==> config.mk <==
export PLATFORM = sky130hd
export DESIGN_NAME = position_indexed_list_top
export DESIGN_NICKNAME = d
export VERILOG_FILES = /design/src/rtl/core/pil_pkg.sv /design/src/rtl/core/pil_cell.sv /design/src/rtl/core/position_indexed_list_top.sv
export SDC_FILE = /design/constraint.sdc
export NUM_CORES = 2
export LEC_CHECK = 0
export BUFFER_PORTS_ARGS = -buffer_cell sky130_fd_sc_hd__buf_2
export CORE_UTILIZATION = 50
export CTS_BUF_LIST = sky130_fd_sc_hd__clkbuf_8
export CTS_CLUSTER_DIAMETER = 80
export CTS_CLUSTER_SIZE = 16
export DETAILED_ROUTE_END_ITERATION = 12
export PLACE_DENSITY = 0.66
export SYNTH_ARGS = -nofsm -noshare
export SYNTH_HDL_FRONTEND = slang
export SYNTH_SLANG_ARGS = --single-unit
==> constraint.sdc <==
create_clock -name clk -period 8.4 [get_ports clk]
set_input_delay 0 -clock clk [delete_from_list [all_inputs] [get_ports clk]]
set_output_delay 0 -clock clk [all_outputs]
set_load 0.03 [all_outputs]
==> src/rtl/core/pil_pkg.sv <==
// Package for the position indexed list: sizes, request/response structs,
// operation and status codes, and the control word broadcast to the cells.
// No dependencies.
package pil_pkg;

  localparam int CAPACITY = 16;
  localparam int IDX_W    = (CAPACITY > 1) ? $clog2(CAPACITY) : 1;
  localparam int CNT_W    = $clog2(CAPACITY + 1);
  localparam int DATA_W   = 32;

  typedef enum logic [1:0] {
    OP_GET    = 2'd0,
    OP_LOCATE = 2'd1,
    OP_INSERT = 2'd2,
    OP_DELETE = 2'd3
  } op_e;

  typedef enum logic [2:0] {
    ST_OK       = 3'd0,
    ST_INDEX    = 3'd1,
    ST_FULL     = 3'd2,
    ST_EMPTY    = 3'd3,
    ST_NOTFOUND = 3'd4
  } status_e;

  typedef struct packed {
    logic [1:0]               req_type;
    logic [7:0]               position;
    logic signed [DATA_W-1:0] value;
  } req_t;

  typedef struct packed {
    logic [2:0]               status;
    logic signed [DATA_W-1:0] data_out;
    logic [4:0]               found_position;
    logic [4:0]               list_length;
  } rsp_t;

  typedef struct packed {
    logic              ins;
    logic              del;
    logic [IDX_W-1:0]  base;
    logic [DATA_W-1:0] value;
    logic [CNT_W-1:0]  count;
  } cell_ctl_t;

endpackage

==> src/rtl/core/pil_cell.sv <==
// One list cell: holds one entry, shifts to/from its neighbors on insert
// and delete, and flags a match against the locate value.
// Depends on pil_pkg.
module pil_cell (
  input  logic                       clk,
  input  logic [pil_pkg::IDX_W-1:0]  idx,
  input  pil_pkg::cell_ctl_t         ctl,
  input  logic [pil_pkg::DATA_W-1:0] left_data,
  input  logic [pil_pkg::DATA_W-1:0] right_data,
  output logic [pil_pkg::DATA_W-1:0] data_o,
  output logic                       match_o
);
  import pil_pkg::*;

  logic [DATA_W-1:0] data_r;
  logic [DATA_W-1:0] data_nxt;

  always_comb begin
    data_nxt = data_r;
    if (ctl.ins) begin
      if (idx == ctl.base) begin
        data_nxt = ctl.value;
      end else if (idx > ctl.base) begin
        data_nxt = left_data;
      end
    end else if (ctl.del) begin
      if (idx >= ctl.base) begin
        data_nxt = right_data;
      end
    end
  end

  always_ff @(posedge clk) begin
    data_r <= data_nxt;
  end

  assign data_o  = data_r;
  assign match_o = (CNT_W'(idx) < ctl.count) && (data_r == ctl.value);

endmodule

==> src/rtl/core/position_indexed_list_top.sv <==
// Top level of the position indexed list: request decode, row of cells,
// count register and registered response. Depends on pil_pkg, pil_cell.
// All cells shift or compare in parallel. The response is registered, valid
// in the cycle after accept; one request per cycle while out_ready is high.
// Reset: synchronous active-low rst_n clears the entry count and the
// response valid; cell contents are undefined until inserted.
module position_indexed_list_top (
  input  logic          clk,
  input  logic          rst_n,
  input  logic          in_valid,
  output logic          in_ready,
  input  pil_pkg::req_t in_data,
  output logic          out_valid,
  input  logic          out_ready,
  output pil_pkg::rsp_t out_data
);
  import pil_pkg::*;

  logic [DATA_W-1:0] cell_data [CAPACITY];
  logic [CAPACITY-1:0] cell_match;
  cell_ctl_t ctl;

  logic [CNT_W-1:0] count_r, count_nxt;
  logic             out_valid_r;
  rsp_t             out_data_r;
  rsp_t             rsp;
  logic             accept;
  logic [8:0]       pos_ext, cnt_ext;
  logic             pos_in_list;
  logic [IDX_W-1:0] base;
  logic [DATA_W-1:0] sel_data;
  logic [CNT_W-1:0] found;

  assign in_ready  = !out_valid_r || out_ready;
  assign accept    = in_valid && in_ready;
  assign out_valid = out_valid_r;
  assign out_data  = out_data_r;

  assign pos_ext     = {1'b0, in_data.position};
  assign cnt_ext     = 9'(count_r);
  assign pos_in_list = (pos_ext != 9'd0) && (pos_ext <= cnt_ext);
  assign base        = IDX_W'(in_data.position - 8'd1);
  assign sel_data    = cell_data[base];

  always_comb begin
    found = '0;
    for (int k = CAPACITY - 1; k >= 0; k--) begin
      if (cell_match[k]) begin
        found = CNT_W'(k + 1);
      end
    end
  end

  always_comb begin
    rsp                = '0;
    count_nxt          = count_r;
    ctl                = '0;
    ctl.base           = base;
    ctl.value          = in_data.value;
    ctl.count          = count_r;
    case (in_data.req_type)
      OP_GET: begin
        if (pos_in_list) begin
          rsp.data_out = sel_data;
        end else begin
          rsp.status = ST_INDEX;
        end
      end
      OP_LOCATE: begin
        if (found != '0) begin
          rsp.found_position = 5'(found);
        end else begin
          rsp.status = ST_NOTFOUND;
        end
      end
      OP_INSERT: begin
        if (pos_ext == 9'd0 || pos_ext > cnt_ext + 9'd1) begin
          rsp.status = ST_INDEX;
        end else if (count_r == CNT_W'(CAPACITY)) begin
          rsp.status = ST_FULL;
        end else begin
          ctl.ins   = accept;
          count_nxt = count_r + CNT_W'(1);
        end
      end
      default: begin
        if (count_r == '0) begin
          rsp.status = ST_EMPTY;
        end else if (!pos_in_list) begin
          rsp.status = ST_INDEX;
        end else begin
          rsp.data_out = sel_data;
          ctl.del      = accept;
          count_nxt    = count_r - CNT_W'(1);
        end
      end
    endcase
    rsp.list_length = 5'(count_nxt);
  end

  for (genvar i = 0; i < CAPACITY; i++) begin : g_cell
    logic [DATA_W-1:0] left_d, right_d;
    if (i == 0) begin : g_first
      assign left_d = '0;
    end else begin : g_mid_l
      assign left_d = cell_data[i-1];
    end
    if (i == CAPACITY - 1) begin : g_last
      assign right_d = '0;
    end else begin : g_mid_r
      assign right_d = cell_data[i+1];
    end
    pil_cell u_cell (
      .clk       (clk),
      .idx       (IDX_W'(i)),
      .ctl       (ctl),
      .left_data (left_d),
      .right_data(right_d),
      .data_o    (cell_data[i]),
      .match_o   (cell_match[i])
    );
  end

  always_ff @(posedge clk) begin
    if (!rst_n) begin
      count_r     <= '0;
      out_valid_r <= 1'b0;
    end else begin
      if (accept) begin
        count_r     <= count_nxt;
        out_valid_r <= 1'b1;
      end else if (out_ready) begin
        out_valid_r <= 1'b0;
      end
    end
  end

  always_ff @(posedge clk) begin
    if (accept) begin
      out_data_r <= rsp;
    end
  end

endmodule
==> key figures <==
Min path
  – Hold endpoint: g_cell[0].u_cell.data_o[22]
  – Min-Delay Path Class: primary input to register
  – WHS Path Cells: 4
  – Hold path start: in_data[22]

Worst setup path
  – CP Cell Sequence: clkinv_1, xnor2_1, ha_1, a21o_1, a21oi_1, a21oi_1, a2111oi_4, nand2_8, buf_4, buf_4, nand2_1, o21ai_1
  – Crit path max-delay cell type: dfxtp_1
  – Reg2Reg Depth: 12
  – Crit Path Class: register to register
  – Worst r2r dst: g_cell[4].u_cell.data_o[8]
  – Top Family by Delay on Critical Path: buffers and inverters
  – Crit path largest cell delay: roughly 760 ps
  – Critical Path RT: a little under 9000 ps
  – CP Data Arrival Time: approximately 5500 ps
  – Max FO, Critical Path: 131
  – WP depth: 12
  – Worst r2r src: count_r[4]
  – Crit path launch type: register
  – Worst reg-to-reg setup slack: between 3000 and 4000 ps
  – Crit path buffers/inverters: 3
  – Worst Setup End Kind: register

Layout
  – Cell Count, Final, Fillers Out: 4651
  – Layout cells sized above 1: 10.0%
  – Fillers: ~7000
  – NumNets Final: approximately 3700
  – Syn-to-layout area delta: 3.35%

Global routing
  – Initial antenna violation count: 4
  – Vias in the first global route: 28242
  – Overflow after GRT: 0
  – Largest net degree at the start of global routing: 237
  – First-pass GRT wire length: 198000 um
  – Total Routing Usage GR: between 30% and 40%

CTS
  – H-tree levels: 2
  – CTS root buffer: clkbuf_8
  – Clk sinks: 563
  – Post-CTS setup buffers: 0
  – Post-cts repair resize count: 0
  – Clk slew on worst S/H paths: 120 ps
  – CTS tree: built
  – CTS Buf Count: 42
  – Clk buf depth: 3
  – Hold Buf Count CTS: 18
  – Worst-skew pair later-pin latency: 700 ps

Route
  – Met3 WL post-DR: 16200 um
  – Routed wl met2: about 60000 um
  – Drt pass-1 iters: 6
  – Post-route ant nets: 0
  – Post-DR wirelength/cell: 29.4 um
  – Final wirelength: 137000 um
  – Vias per cell: ~6.5
  – Wl on met1: 54600 um
  – Detailed Route Iter0 Violations: 4539
  – DR DRC count: 0
  – Max Used Layer: met4
  – DR vias: 30383

Logic synthesis
  – Seq/Total Area, Yosys: 43.0%
  – Async S/R FF share, synth: 0%
  – Yosys Warn Count: 0
  – Mapped Area: ~39000 um2
  – Post-synth cell types: 63
  – Primary FF master, synth: edfxtp_1
  – Synth Instances: 3725
  – Post-synth EDFFs: 557
  – Syn avg cell area: 10.5 um2
  – Net count after synthesis: 3789
  – FF+latch count, synth: 563

Timing
  – Max Fclk: 195 MHz
  – Clock Skews: 31.7 ps
  – Final min period: 5130 ps
  – Final Cycle Share: 61.1%
  – Max-slew violations: 0
  – Setup_tns: 0 ps
  – Hold Slack: around 21 ps
  – Setup slack after layout: 3270 ps
  – Count of final setup violators: 0
  – Worst-Margin Slew: 1390 ps
  – Max_slew headroom: 6.80%
  – RSZ-0062 raised after global routing: false
  – Final hold vios: 0

Place
  – Place WS: 3330 ps
  – Routability cong.: 1.03
  – Number of port buffers: 92
  – Final HPWL DP: 95200 um
  – Cell Count Post-Placement: 4569

Floorplanning
  – Die width: 282 um
  – Core box area: 77500 um2
  – Io pins: 93
  – Die Y: 282 um
  – Cell Rows: a little over 100
  – Initial Util: about 51%
  – Die Area: 79600 um2

Pwr
  – Pwr Total: around 5.5 mW
  – Max IR drop VDD: just over 0.09 mV
  – Leakage: 17.4 nW
  – Pwr dens: around 140 nW/um2

Run
  – Number of max-cap violations: 0

Outcome
  – Outcome: finished clean
worst min-delay path: stages:
cell and delay (ps):
buf_2 100, buf_4 270, nand2_1 120, o21ai_1 60
report_power, final:
group | internal, mW | switching (mW) | total, mW | leakage, nW
Combinational | 0.279 | 0.603 | 0.882 | 11.8
Clock | 0.536 | 1.01 | 1.54 | 0.425
Sequential | 3.07 | 0.0162 | 3.08 | 5.17
flip-flops by register name, indices dropped and copies added, names as in the netlist:
signal                flops
out_valid                 1
g_cell.u_cell.data_o    512
count_r                   5
out_data                 45
synthesized netlist by cell type (all sizes together), types with 3 or more instances:
library cell / instances / share of area (%)
a2111oi: 6 / 0.23
a211oi: 3 / 0.057
a21boi: 3 / 0.057
a21oi: 86 / 1.4
a221oi: 64 / 1.4
a22oi: 32 / 0.61
and2: 5 / 0.080
and3: 6 / 0.096
buf: 220 / 4.3
clkbuf: 139 / 1.3
dfxtp: 6 / 0.31
edfxtp: 557 / 43
ha: 18 / 0.57
inv: 15 / 0.14
mux2i: 577 / 15
mux4: 64 / 3.7
nand2: 602 / 5.8
nand2b: 6 / 0.096
nand3: 28 / 0.36
nand4: 50 / 0.80
nor2: 36 / 0.35
nor2b: 5 / 0.080
nor3: 21 / 0.29
nor4: 99 / 1.6
o21ai: 531 / 6.8
xnor2: 137 / 3.1
xor2: 383 / 8.6
final cells by class:
type | count | area, um2 | area share, %
multi-input cells | 2787 | 20400 | 50.2
flip-flops and latches | 563 | 16800 | 41.6
inverters | 16 | 60.1 | 0.148
repair buffers | 181 | 1220 | 3.02
well taps | 1040 | 1300 | 3.21
clock inverters | 17 | 106 | 0.262
clock buffers | 46 | 633 | 1.56
diodes | 1 | 2.50 | 0.00617
cell usage in the layout (no fill, tap or decap), types with 27 or more instances in the layout:
cell type	netlist	layout
buf_2	113	91
nand2_1	600	593
o21ai_0	80	80
a21oi_2	32	32
clkbuf_8	0	46
mux4_2	64	64
a221oi_1	64	64
nand4_1	50	50
nor2_1	35	27
buf_4	7	67
a21oi_1	54	48
mux2i_1	577	577
a22oi_1	32	32
o21ai_1	451	450
xor2_1	382	381
nor4_1	97	97
edfxtp_1	557	557
xnor2_1	137	136
through the flow:
stage | cell area [um2] | util [%]
floorplan | 39200 | -
global route | 40500 | 52.3
finish | 40500 | 52.3
CTS | 40500 | 52.3
global placement | 39600 | 51.1
detailed placement | 39600 | 51.1
cells by family (layout without fill, tap and decap cells):
| kind of cell | count (synthesis) | in the layout | synth area share (%) |
|---|---|---|---|
| adders and majority gates | 18 | 18 | 0.574 |
| xor gates and xnor gates | 520 | 520 | 11.6 |
| AOI/OAI and AO/OA | 745 | 745 | 11.0 |
| other | 0 | 1 | 0 |
| buffers and inverters | 375 | 260 | 5.75 |
| DFF | 563 | 563 | 43.0 |
| and+or+nand+nor | 863 | 863 | 9.65 |
| muxes | 641 | 641 | 18.4 |
how the worst max path moves through the flow:
stage	start	end	slack [ps]
after floorplan	count_r[0]	g_cell[4].u_cell.data_o[0]	3770
after global placement	count_r[4]	g_cell[0].u_cell.data_o[12]	3480
after detailed placement	count_r[4]	g_cell[4].u_cell.data_o[8]	3330
after CTS	count_r[4]	g_cell[4].u_cell.data_o[8]	3330
after global routing	count_r[4]	g_cell[4].u_cell.data_o[8]	3000
final	count_r[4]	g_cell[4].u_cell.data_o[8]	3270
layer usage:
layer  GRT usage, %  vias to the layer above
li1               -                    13232
met1           47.7                    15127
met2           51.0                     1833
met3           7.73                      191
met4           12.1                        0
met5              0                        -
Note: power is estimated with default switching activity, not from simulation.
